$ cat src/design/u8v_pkg.sv
// Shared types, constants and helpers for the UTF-8 stream validator.
package u8v_pkg;

	localparam int ByteW  = 8;
	localparam int CountW = 3;
	localparam int CodeW  = 31;

	// Code point limits
	localparam logic [CodeW-1:0] CodeLimit   = 31'h0011_0000;
	localparam logic [CodeW-1:0] CodeNonChar = 31'h0000_FFFE;
	localparam logic [CodeW-1:0] SurrogateLo = 31'h0000_D800;
	localparam logic [CodeW-1:0] SurrogateHi = 31'h0000_DFFF;

	// Lead byte thresholds
	localparam logic [ByteW-1:0] LeadSix   = 8'hFC;
	localparam logic [ByteW-1:0] LeadFive  = 8'hF8;
	localparam logic [ByteW-1:0] LeadFour  = 8'hF0;
	localparam logic [ByteW-1:0] LeadThree = 8'hE0;
	localparam logic [ByteW-1:0] LeadBad   = 8'hFE;

	// Scanner state carried from one byte to the next
	typedef struct packed {
		logic              err;
		logic [CountW-1:0] rem;
		logic [CountW-1:0] len;
		logic [CodeW-1:0]  acc;
	} scan_state_t;

	// Smallest code point that a sequence of the given length may encode
	function automatic logic [CodeW-1:0] least_code(input logic [CountW-1:0] len);
		logic [CodeW-1:0] least;
		case (len)
			3'd2:    least = 31'h0000_0080;
			3'd3:    least = 31'h0000_0800;
			3'd4:    least = 31'h0001_0000;
			3'd5:    least = 31'h0020_0000;
			3'd6:    least = 31'h0400_0000;
			default: least = '0;
		endcase
		return least;
	endfunction

	// Continuation byte has the form 10xxxxxx
	function automatic logic is_cont(input logic [ByteW-1:0] b);
		return b[7:6] == 2'b10;
	endfunction

endpackage

$ cat src/design/utf8_stream_validator_core.sv
// Top level of the UTF-8 stream validator: input register, scanner state, result register.
//
// Usage: feed a zero-terminated string one byte per request on the input
// channel (in_valid, in_ready, data_byte). Every non-zero byte updates the
// scanner state and gives no result. A zero byte ends the string and gives
// one result request on the output channel (out_valid, out_ready,
// string_valid): 1 if the string was valid UTF-8, 0 otherwise. The zero
// byte also clears the scanner for the next string.
// Result path: an accepted zero byte first waits in the input register, then
// its verdict is loaded into the result register, where it is held until
// it is taken.
// Throughput: one byte per cycle unless a zero byte stalls (see Stall); the
// scanner update between input register and scanner/result registers is combinational.
// Reset (arst_n low) clears the scanner, the input valid flag and the result
// register; no request is pending afterwards.
// Stall: while a result waits and out_ready is low, non-zero bytes keep
// flowing; a following zero byte holds in the input register, and in_ready
// drops only while it waits there.
module utf8_stream_validator_core import u8v_pkg::*; (
	input  logic             clk,
	input  logic             arst_n,
	input  logic             in_valid,
	output logic             in_ready,
	input  logic [ByteW-1:0] data_byte,
	output logic             out_valid,
	input  logic             out_ready,
	output logic             string_valid
);

	logic             valid_s1;
	logic [ByteW-1:0] data_s1;
	scan_state_t      state_q;
	scan_state_t      state_d;
	logic             out_valid_q;
	logic             string_valid_q;
	logic             end_s1;
	logic             out_free;
	logic             adv_s1;
	logic             in_fire;

	// Handshake control
	assign end_s1   = data_s1 == '0;
	assign out_free = !out_valid_q || out_ready;
	assign adv_s1   = valid_s1 && (!end_s1 || out_free);
	assign in_ready = !valid_s1 || adv_s1;
	assign in_fire  = in_valid && in_ready;

	// Capture the incoming byte
	always_ff @(posedge clk or negedge arst_n) begin
		if (!arst_n) begin
			valid_s1 <= 1'b0;
		end else if (in_fire) begin
			valid_s1 <= 1'b1;
		end else if (adv_s1) begin
			valid_s1 <= 1'b0;
		end
	end

	always_ff @(posedge clk) begin
		if (in_fire) begin
			data_s1 <= data_byte;
		end
	end

	u8v_step u_step (
		.cur       (state_q),
		.data_byte (data_s1),
		.nxt       (state_d)
	);

	// Advance the scanner state
	always_ff @(posedge clk or negedge arst_n) begin
		if (!arst_n) begin
			state_q <= '0;
		end else if (adv_s1) begin
			state_q <= state_d;
		end
	end

	// Hold the result until taken
	always_ff @(posedge clk or negedge arst_n) begin
		if (!arst_n) begin
			out_valid_q    <= 1'b0;
			string_valid_q <= 1'b0;
		end else if (adv_s1 && end_s1) begin
			out_valid_q    <= 1'b1;
			string_valid_q <= !state_q.err && (state_q.rem == '0);
		end else if (out_ready) begin
			out_valid_q <= 1'b0;
		end
	end

	assign out_valid    = out_valid_q;
	assign string_valid = string_valid_q;

	// A zero byte clears the scanner and raises a result
	a_end_clears: assert property (@(posedge clk) disable iff (!arst_n)
		(adv_s1 && end_s1) |=> (state_q == '0) && out_valid_q)
		else $error("zero byte did not clear scanner or raise result");

	// No more than five continuation bytes are ever outstanding
	a_rem_range: assert property (@(posedge clk) disable iff (!arst_n)
		state_q.rem <= 3'd5)
		else $error("continuation count out of range");

	// Sequence length is tracked exactly while a sequence is open
	a_len_track: assert property (@(posedge clk) disable iff (!arst_n)
		((state_q.rem == '0) == (state_q.len == '0)) &&
		((state_q.rem == '0) || (state_q.rem < state_q.len)))
		else $error("sequence length and count disagree");

	// A waiting result is not overwritten
	a_no_overrun: assert property (@(posedge clk) disable iff (!arst_n)
		(out_valid_q && !out_ready) |-> !(adv_s1 && end_s1))
		else $error("result overwritten while stalled");

endmodule

$ cat src/design/u8v_step.sv
// Next-state logic of the validator for one string byte.
module u8v_step import u8v_pkg::*; (
	input  scan_state_t      cur,
	input  logic [ByteW-1:0] data_byte,
	output scan_state_t      nxt
);

	logic [CodeW-1:0] acc_new;
	logic             code_bad;

	// Shift in six payload bits and check the finished code point
	always_comb begin
		acc_new  = {cur.acc[CodeW-7:0], data_byte[5:0]};
		code_bad = (acc_new < least_code(cur.len)) || (acc_new >= CodeLimit) ||
			(acc_new == CodeNonChar) ||
			((acc_new >= SurrogateLo) && (acc_new <= SurrogateHi));
	end

	// Advance the scanner
	always_comb begin
		nxt = cur;
		if (data_byte == '0) begin
			nxt = '0;
		end else if (cur.err) begin
			nxt = cur;
		end else if (cur.rem == '0) begin
			if (!data_byte[7]) begin
				nxt = cur;
			end else if (is_cont(data_byte) || data_byte >= LeadBad) begin
				nxt.err = 1'b1;
			end else if (data_byte >= LeadSix) begin
				nxt.len = 3'd6;
				nxt.rem = 3'd5;
				nxt.acc = CodeW'(data_byte[0]);
			end else if (data_byte >= LeadFive) begin
				nxt.len = 3'd5;
				nxt.rem = 3'd4;
				nxt.acc = CodeW'(data_byte[1:0]);
			end else if (data_byte >= LeadFour) begin
				nxt.len = 3'd4;
				nxt.rem = 3'd3;
				nxt.acc = CodeW'(data_byte[2:0]);
			end else if (data_byte >= LeadThree) begin
				nxt.len = 3'd3;
				nxt.rem = 3'd2;
				nxt.acc = CodeW'(data_byte[3:0]);
			end else begin
				nxt.len = 3'd2;
				nxt.rem = 3'd1;
				nxt.acc = CodeW'(data_byte[4:0]);
			end
		end else if (!is_cont(data_byte)) begin
			nxt.err = 1'b1;
		end else if (cur.rem == 3'd1) begin
			nxt.err = code_bad;
			nxt.rem = '0;
			nxt.len = '0;
			nxt.acc = '0;
		end else begin
			nxt.rem = cur.rem - 3'd1;
			nxt.acc = acc_new;
		end
	end

endmodule
$ cat config.mk
export PLATFORM = sky130hd
export DESIGN_NAME = utf8_stream_validator_core
export DESIGN_NICKNAME = d
export VERILOG_FILES = /design/src/design/u8v_pkg.sv /design/src/design/utf8_stream_validator_core.sv /design/src/design/u8v_step.sv
export SDC_FILE = /design/constraint.sdc
export NUM_CORES = 1
export LEC_CHECK = 0
export BUFFER_PORTS_ARGS = -buffer_cell sky130_fd_sc_hd__buf_4
export CAP_MARGIN = 30
export CORE_UTILIZATION = 55
export DETAILED_ROUTE_END_ITERATION = 6
export MAX_ROUTING_LAYER = met4
export PLACE_DENSITY = 0.79
export SYNTH_ARGS = -nofsm -noshare
export SYNTH_HDL_FRONTEND = slang
export SYNTH_SLANG_ARGS = --single-unit
export TNS_END_PERCENT = 10
$ cat constraint.sdc
create_clock -name clk -period 3.6 [get_ports clk]
set_clock_uncertainty 0.05 [all_clocks]
set_input_delay 0.54 -clock clk [delete_from_list [all_inputs] [get_ports clk]]
set_output_delay 0.54 -clock clk [all_outputs]
set_load 0.05 [all_outputs]
==> run_results.csv, run 1 <==
group,metric,value,unit
power,leakage,1.06,nW
logic_synthesis,avgSynthCellArea,10.4,um^2
clocking,htree_levels,2,
cells_and_area,drive_gt1_share,13.2,%
logic_synthesis,yosysSeqAreaShare,50.7,%
logic_synthesis,synth-edff-count,8,
drt,final_antenna_net_count,0,
power,cellPowerDensity,778,mW/mm^2
clocking,post_cts_buffers,0,
sta,tightest_slew,0.859,ns
critical_path,r2r_start,"state_q[34]",
min_path,hold_class,"in -> async",
status,status,"finished clean",
clocking,cts_made_buffers,5,
global_routing,grt_max_degree,36,
drt,drc,0,
clocking,cts_resized,0,
clocking,tritoncts,"yes",
die,row_count,22,
drt,drt_pass1_iterations,4,
global_routing,antenna_found_initial,0,
sta,slew_headroom,42.7,%
die,die_area,0.00426,mm^2
logic_synthesis,synthTopCellsByArea,"dfrtp_1, edfxtp_1, a22o_1",
logic_synthesis,syn_nets,231,
clocking,clockBufferDepth,2,
logic_synthesis,synth_cell_types,50,
global_routing,grt_pass1_vias,1582,
global_routing,grt_pass1_wl,7.69,mm
cells_and_area,syn_to_final_growth,11.6,%
logic_synthesis,yosysTopAreaCellShare,39.8,%
drt,routed_wl,4.52,mm
sta,slew_viol_final,0,
placement,placed_cell_area,0.00235,mm^2
critical_path,endpoint_kind,"register",
sta,post-route-period-util,76.6,%
run,drv_cap,0,
sta,setup_viol,0,
clocking,clk_latency,0.29,ns
die,fp.coreArea,0.00374,mm^2
global_routing,grtUsageTotal,24.6,%
critical_path,crit_fanout,14,
logic_synthesis,yosysTopAreaCell,"dfrtp_1",
logic_synthesis,ys_async_sr_fraction,81.4,%
logic_synthesis,synthFlopType,"dfrtp_1",
cells_and_area,fin_cells,275,
drt,drtIter0Drc,138,
clocking,root_buffer,"clkbuf_8",
cells_and_area,final_cell_mix,"dfrtp_1, nand2_1, buf_4",
placement,place.detailed.hpwl,3.30,mm
critical_path,critPathArrivalTime,2.90,ns
logic_synthesis,synth-seq-cells,43,
sta,fin_tns_setup,0,ns
clocking,cts_sinks,43,
cells_and_area,design_area,0.00246,mm^2
die,die_h,65.3,um
sta,min_period,2.76,ns
die,start_util,58.8,%
drt,avgRoutedWirePerCell,16.4,um
placement,dp_cells,267,
cells_and_area,antenna-diode-count,0,
critical_path,regToRegSetupSlack,0.84,ns
clocking,cts_hold_buf,0,
critical_path,critPathRequiredTime,3.74,ns
critical_path,reg2regPathDepth,7,
sta,hold_violations,0,
drt,via_per_inst,6.08,
critical_path,reg2reg_to,"state_q[19]",
logic_synthesis,syn_inst,212,
sta,rsz0062_at_grt,"no",
global_routing,grt-ovfl-total,0,
drt,vias,1673,
die,ios,15,
cells_and_area,mostFrequentLayoutCell,"dfrtp_1",
cells_and_area,nets,245,
die,die_x,65.3,um
placement,io_buffers,14,
logic_synthesis,synth_area,0.00220,mm^2
sta,clock.fmax,363,MHz
cells_and_area,utilization,65.6,%
critical_path,cp-start-kind,"register",
placement,place_congestion,0.870,
critical_path,critPathKind,"reg -> reg",
logic_synthesis,yosysWarnings,0,
power,peakVddDrop,0.341,mV
clocking,path_clk_slew,0.08,ns
-- per-stage QoR --
| stage | total power, mW | setup WS (ns) | hold slack [ns] |
|---|---|---|---|
| finish | 1.91 | 0.844 | 0.137 |
| global route | 2.05 | 0.656 | 0.165 |
| CTS | 1.91 | 0.847 | 0.146 |
| detailed placement | 1.55 | 0.881 | 0.425 |
| global placement | 1.54 | 0.972 | 0.421 |
| floorplan | 1.34 | 1.16 | 0.194 |
-- worst max path at each step --
stage | startpoint | to | cells past startpoint
after floorplan | data_s1[7] | data_s1[0] | 4
after global placement | state_q[34] | state_q[19] | 7
after detailed placement | state_q[34] | state_q[19] | 7
after global routing | state_q[34] | state_q[22] | 7
final | state_q[34] | state_q[19] | 7
after CTS | state_q[34] | state_q[19] | 7
-- worst max-delay path, cell delays in order, from the launching register on --
cell,delay (ns)
dfrtp_1,0.37
inv_1,0.08
ha_1,0.27
nand3b_1,0.31
nor2_1,0.16
a21oi_1,0.72
nor2_1,0.39
a22o_2,0.30
-- cells in the mapped netlist (3+ instances only) --
cell type and count:
dfrtp_1 35, nand2_1 17, nor2_1 14, inv_1 12
o21ai_0 12, a22o_1 10, o31ai_1 9, edfxtp_1 8
a21oi_1 7, ha_1 7, nand3_1 7, clkbuf_1 5
nand2b_1 5, nand3b_1 5, nor3_1 5, nand4_1 4
nor2b_1 4, mux2_1 3, nor3b_1 3, or4_1 3
-- per-layer routing --
metal	vias to the layer above	part of all wire [%]	track usage, %	routed length, um
li1	822	-	-	-
met3	5	3.6	5.21	162
met1	811	51	35.5	2320
met4	0	1.3	7.61	57
met2	35	44	34.7	1980
met5	-	0	-	0
-- cell type report --
cell class | count | area [um^2]
clock buffers | 5 | 68.8
repair buffers | 15 | 113
fillers | 315 | 1290
multi-input cells | 149 | 1010
inverters | 12 | 45.0
clock inverters | 3 | 38.8
flip-flops and latches | 43 | 1120
well taps | 48 | 60.1
-- report_power, final --
group	total [mW]	internal, mW	leakage [nW]	switching [mW]
sequential	0.778	0.627	0.549	0.151
combinational	0.771	0.352	0.451	0.419
clock	0.362	0.203	0.0556	0.159
-- cells by family after synthesis --
family	Yosys count	share of synthesized area (%)
xor+xnor	1	0.398
flops	43	50.7
buf+inv	20	3.52
fa+ha+maj	7	3.98
mux	3	1.53
compound gates	57	19.3
simple gates	81	20.5
-- sequential cells by signal, summed over array words and instances, names as in the netlist --
register	count
out_valid	1
state_q	32
string_valid	1
data_s1	8
valid_s1	1
Note: power is estimated with default switching activity, not from simulation.
==> inputs of run 2 (changes only) <==
--- a/config.mk
+++ b/config.mk
@@ -5,12 +5,13 @@
 export SDC_FILE = /design/constraint.sdc
 export NUM_CORES = 1
 export LEC_CHECK = 0
+export ABC_AREA = 1
 export BUFFER_PORTS_ARGS = -buffer_cell sky130_fd_sc_hd__buf_4
 export CAP_MARGIN = 30
 export CORE_UTILIZATION = 55
 export DETAILED_ROUTE_END_ITERATION = 6
 export MAX_ROUTING_LAYER = met4
-export PLACE_DENSITY = 0.79
+export PLACE_DENSITY = 0.78
 export SYNTH_ARGS = -nofsm -noshare
 export SYNTH_HDL_FRONTEND = slang
 export SYNTH_SLANG_ARGS = --single-unit
==> constraint.sdc (replaced) <==
create_clock -name clk -period 2.55 [get_ports clk]
set_clock_uncertainty 0.05 [all_clocks]
set_input_delay 0.3825 -clock clk [delete_from_list [all_inputs] [get_ports clk]]
set_output_delay 0.3825 -clock clk [all_outputs]
set_load 0.05 [all_outputs]
==> run_results.csv, run 2 <==
group,metric,value,unit
sta,fin_tns_setup,0,ns
logic_synthesis,synthTopCellsByArea,"dfrtp_1, nand2_1, edfxtp_1",
clocking,clk_latency,0.30,ns
cells_and_area,regMostFlops,"state_q",
logic_synthesis,yosysSeqAreaShare,44.5,%
critical_path,cp-start-kind,"register",
critical_path,cp_slowest_stage_delay,0.41,ns
die,die_h,69.5,um
sta,clock.fmax,449,MHz
clocking,htree_levels,2,
status,violations,"design-rule violations",
global_routing,met1_usage,30.3,%
run,drv_cap,0,
logic_synthesis,synth_common_cells,"nand2_1, inv_1, nor2_1",
global_routing,busiest_layer,"met2",
global_routing,grtUsageTotal,25.5,%
power,leakage,1.38,nW
placement,place.detailed.hpwl,4.14,mm
drt,drt_pass1_iterations,6,
logic_synthesis,syn_nets,345,
power,peakVddDrop,0.550,mV
cells_and_area,final_cell_mix,"nand2_1, inv_1, nor2_1",
critical_path,critPathKind,"reg -> reg",
min_path,hold_class,"in -> reg",
clocking,path_clk_slew,0.08,ns
clocking,tritoncts,"yes",
power,power.total,2.49,mW
drt,drtIter0Drc,113,
cells_and_area,reg.largest.list,"state_q x32, data_s1 x8",
cells_and_area,largest_reg_flops,32,
clocking,clockBufferDepth,2,
logic_synthesis,synth_cell_types,30,
global_routing,grt_pass1_vias,2111,
global_routing,use_met2,43.1,%
global_routing,grt_pass1_wl,9.30,mm
cells_and_area,mostFrequentLayoutCell,"nand2_1",
sta,post-route-period-util,87.4,%
critical_path,endpoint_kind,"register",
logic_synthesis,yosysTopAreaCellShare,34.9,%
global_routing,use_met3,4.51,%
logic_synthesis,syn_inst,326,
placement,place_congestion,1.04,
die,die_area,0.00483,mm^2
cells_and_area,fin_cells,401,
cells_and_area,syn_to_final_growth,10.5,%
clocking,cts_hold_buf,1,
sta,fin_ws,0.321,ns
cells_and_area,nets,367,
sta,slew_headroom,69.8,%
drt,drc,1,
logic_synthesis,yosysWarnings,0,
logic_synthesis,synth-edff-count,8,
logic_synthesis,synth_area,0.00251,mm^2
logic_synthesis,synthFlopType,"dfrtp_1",
logic_synthesis,avgSynthCellArea,7.69,um^2
sta,tightest_slew,0.452,ns
critical_path,critPathArrivalTime,2.35,ns
logic_synthesis,yosysTopAreaCell,"dfrtp_1",
critical_path,crit_fanout,25,
placement,preCtsSetupSlack,0.357,ns
placement,dp_cells,392,
cells_and_area,antenna-diode-count,0,
die,die_x,69.5,um
die,fp.coreArea,0.00435,mm^2
clocking,cts_resized,0,
cells_and_area,drive_gt1_share,13.5,%
logic_synthesis,ys_async_sr_fraction,81.4,%
clocking,post_cts_buffers,0,
critical_path,critPathRequiredTime,2.68,ns
clocking,root_buffer,"clkbuf_8",
sta,hold_violations,0,
drt,via_per_inst,5.38,
placement,io_buffers,14,
drt,avgRoutedWirePerCell,13.7,um
logic_synthesis,synth-seq-cells,43,
status,status,"finished, violations left",
global_routing,antenna_found_initial,0,
power,cellPowerDensity,897,mW/mm^2
die,ios,15,
critical_path,path_cells,"inv_1, ha_1, nand2_2, nor2_4, inv_1, a21oi_1, inv_1, nor3_2, nor2_4, buf_4, nand2_1, o21ai_0",
critical_path,cp_slowest_cell,"dfrtp_1",
sta,slew_viol_final,0,
global_routing,grt-ovfl-total,0,
sta,rsz0062_at_grt,"no",
drt,routed_wl,5.51,mm
drt,final_antenna_net_count,0,
clocking,cts_sinks,43,
sta,min_period,2.23,ns
die,start_util,57.6,%
clocking,cts_made_buffers,5,
drt,vias,2158,
die,row_count,24,
sta,setup_viol,0,
global_routing,grt_max_degree,36,
critical_path,cp_common_cell,"inv_1",
logic_synthesis,yosysMostFrequentCell,"nand2_1",
## run 2: metrics by stage
stage | hold slack [ns] | cell area (um^2) | utilization (%)
5_1_grt | 0.193 | 2770 | 63.6
3_5_place_dp | 0.315 | 2680 | 61.4
6_report | 0.209 | 2770 | 63.6
2_1_floorplan | 0.0369 | 2510 | -
4_1_cts | 0.203 | 2770 | 63.6
3_3_place_gp | 0.309 | 2680 | 61.4
## run 2: worst max-delay path: cells and delay by family (launching register included)
kind | cells | cell delay [ns]
buffers and inverters | 4 | 0.50
AND/OR/NAND/NOR | 5 | 0.69
adder cells (fa/ha/maj) | 1 | 0.20
AO/OA/AOI/OAI | 2 | 0.26
flip-flops | 1 | 0.41
## run 2: where the power goes
part	total, mW	switching (mW)	leakage [nW]	internal (mW)
clock network	0.423	0.231	0.0412	0.192
logic	1.08	0.681	0.782	0.395
registers	0.987	0.157	0.553	0.830
## run 2: area by class of cell
| cell class | count | area (um^2) |
|---|---|---|
| Clock buffer | 6 | 72.6 |
| Clock inverter | 2 | 12.5 |
| Fill cell | 377 | 1580 |
| Inverter | 44 | 165 |
| Multi-Input combinational cell | 233 | 1180 |
| Sequential cell | 43 | 1120 |
| Tap cell | 52 | 65.1 |
| Timing Repair Buffer | 21 | 160 |
## run 2: final timing paths
check,from,endpoint,slack [ns],cells after the start
max in group asynchronous,arst_n,state_q[33],1.60,2
worst min-delay path,data_byte[4],data_s1[4],0.21,1
worst min register to register,state_q[17],state_q[17],0.42,2
min in group asynchronous,arst_n,state_q[20],0.52,2
worst max-delay path,state_q[34],state_q[4],0.32,12
worst max register to register,state_q[34],state_q[4],0.32,12
## run 2: logic make-up after synthesis
| logic type | count (synthesis) | synth area share (%) |
|---|---|---|
| adders and majority gates | 7 | 3.49 |
| AOI/OAI and AO/OA | 42 | 11.3 |
| buffers and inverters | 50 | 8.44 |
| xor gates and xnor gates | 1 | 0.350 |
| DFF | 43 | 44.5 |
| and+or+nand+nor | 183 | 31.9 |
## run 2: metal layers
metal / wire length (um) / part of all wire, %
met2: 2820 / 51
met4: 34 / 0.62
met5: 0 / 0
met1: 2450 / 44
met3: 206 / 3.7
==> inputs of run 3 (changes only) <==
--- a/config.mk
+++ b/config.mk
@@ -12,6 +12,7 @@
 export DETAILED_ROUTE_END_ITERATION = 6
 export MAX_ROUTING_LAYER = met4
 export PLACE_DENSITY = 0.78
+export REMOVE_ABC_BUFFERS = 1
 export SYNTH_ARGS = -nofsm -noshare
 export SYNTH_HDL_FRONTEND = slang
 export SYNTH_SLANG_ARGS = --single-unit
==> run_results.csv, run 3 (same netlist as run 2, synthesis figures left out) <==
group,metric,value,unit
status,status,"finished clean",
sta,hold_violations,0,
critical_path,reg2regPathDepth,12,
drt,via_per_inst,5.37,
drt,avgRoutedWirePerCell,13.5,um
critical_path,cp-start-kind,"register",
min_path,hold_class,"in -> reg",
power,cellPowerDensity,919,mW/mm^2
cells_and_area,mostFrequentLayoutCell,"nand2_1",
die,row_count,24,
placement,place.detailed.hpwl,4.02,mm
global_routing,grtUsageTotal,25.6,%
min_path,worstHoldStart,"data_byte[6]",
sta,fin_hold_ws,0.206,ns
die,die_x,69.5,um
clocking,cts_made_buffers,5,
clocking,root_buffer,"clkbuf_8",
critical_path,reg2reg_to,"state_q[7]",
global_routing,grt-ovfl-total,0,
placement,io_buffers,14,
critical_path,regToRegSetupSlack,0.26,ns
sta,slew_viol_final,0,
drt,drtIter0Drc,115,
sta,rsz0062_at_grt,"no",
cells_and_area,design_area,0.00279,mm^2
drt,drc,0,
critical_path,r2r_start,"state_q[34]",
critical_path,endpoint_kind,"register",
critical_path,critPathRequiredTime,2.67,ns
die,ios,15,
critical_path,critPathKind,"reg -> reg",
cells_and_area,largest_reg_flops,32,
cells_and_area,drive_gt1_share,13.5,%
drt,routed_wl,5.41,mm
min_path,holdPathStages,1,
global_routing,antenna_found_initial,0,
cells_and_area,antenna-diode-count,0,
clocking,path_clk_slew,0.08,ns
sta,tightest_slew,0.437,ns
die,die_h,69.5,um
sta,slew_headroom,70.9,%
critical_path,critPathArrivalTime,2.41,ns
cells_and_area,regMostFlops,"state_q",
sta,post-route-period-util,89.7,%
clocking,tritoncts,"yes",
min_path,hold_end,"data_s1[6]",
sta,min_period,2.29,ns
cells_and_area,nets,367,
die,fp.coreArea,0.00435,mm^2
power,power.total,2.57,mW
placement,placed_cell_area,0.00268,mm^2
cells_and_area,reg.largest.list,"state_q x32, data_s1 x8",
cells_and_area,final_cell_mix,"nand2_1, inv_1, nor2_1",
global_routing,grt_pass1_wl,9.36,mm
clocking,htree_levels,2,
power,peakVddDrop,0.592,mV
sta,setup_viol,0,
sta,clock.fmax,437,MHz
drt,drt_pass1_iterations,4,
critical_path,crit_fanout,28,
drt,vias,2152,
die,start_util,57.6,%
cells_and_area,syn_to_final_growth,11.4,%
die,die_area,0.00483,mm^2
clocking,clockBufferDepth,2,
sta,fin_tns_setup,0,ns
cells_and_area,utilization,64.1,%
global_routing,grt_pass1_vias,2004,
clocking,post_cts_buffers,0,
drt,final_antenna_net_count,0,
global_routing,grt_max_degree,36,
clocking,cts_sinks,43,
clocking,clk_latency,0.30,ns
power,leakage,1.39,nW
run,drv_cap,0,
placement,place_congestion,0.969,
-- run 3: changes by cell type in the layout (fill, tap and decap cells not counted) --
cell        change
clkinvlp_4      -1
clkinv_1        +1
clkbuf_1        -1
bufinv_16       +1
-- run 3: routing by layer --
metal	vias to the layer above	GRT usage [%]	part of all wire (%)
met2	41	42.8	51
met1	1001	31.7	45
met3	7	4.80	2.9
met4	0	7.71	1.3
li1	1103	-	-
met5	-	-	0
-- run 3: timing repair --
action | in CTS | in global routing
hold buffers | 1 | 0
endpoints found under the hold margin | 35 | 0
resized for setup | 0 | 0
-- run 3: where the power goes --
part / leakage, nW / switching [mW] / total (mW) / internal (mW)
Combinational: 0.782 / 0.674 / 1.07 / 0.394
Clock: 0.0556 / 0.227 / 0.513 / 0.287
Sequential: 0.553 / 0.155 / 0.985 / 0.830
Total: 1.39 / 1.06 / 2.57 / 1.51
-- run 3: how the worst max path moves through the flow --
stage	start	slack, ns	end
2_1_floorplan	data_s1[1]	0.37	data_s1[0]
3_3_place_gp	state_q[34]	0.34	state_q[4]
3_5_place_dp	state_q[34]	0.32	state_q[4]
4_1_cts	state_q[34]	0.28	state_q[7]
5_1_grt	state_q[34]	0.05	state_q[7]
6_report	state_q[34]	0.26	state_q[7]
-- run 3: critical path, stage by stage (launching register included) --
cell and delay, ns:
dfrtp_1 0.40, inv_1 0.10, ha_1 0.19, nand2_2 0.12, nor2_4 0.15, inv_1 0.09
a21oi_1 0.18, inv_1 0.09, nor3_2 0.30, nor2_4 0.06, buf_4 0.23, nand2_1 0.10
o21ai_0 0.08
-- run 3: final cells by class --
cell class | count | area (um^2)
sequential | 43 | 1120
inverter | 44 | 165
clock buffer | 5 | 68.8
tap | 52 | 65.1
fill | 375 | 1560
clock inverter | 3 | 38.8
multi-input combinational | 233 | 1180
timing repair buffer | 21 | 160
-- run 3: metrics by stage --
stage                     setup slack (ns)  std cells
after CTS                            0.282        401
after floorplan                      0.367        320
after global placement               0.344        392
after detailed placement             0.321        392
after global routing                0.0488        401
final                                0.263        401
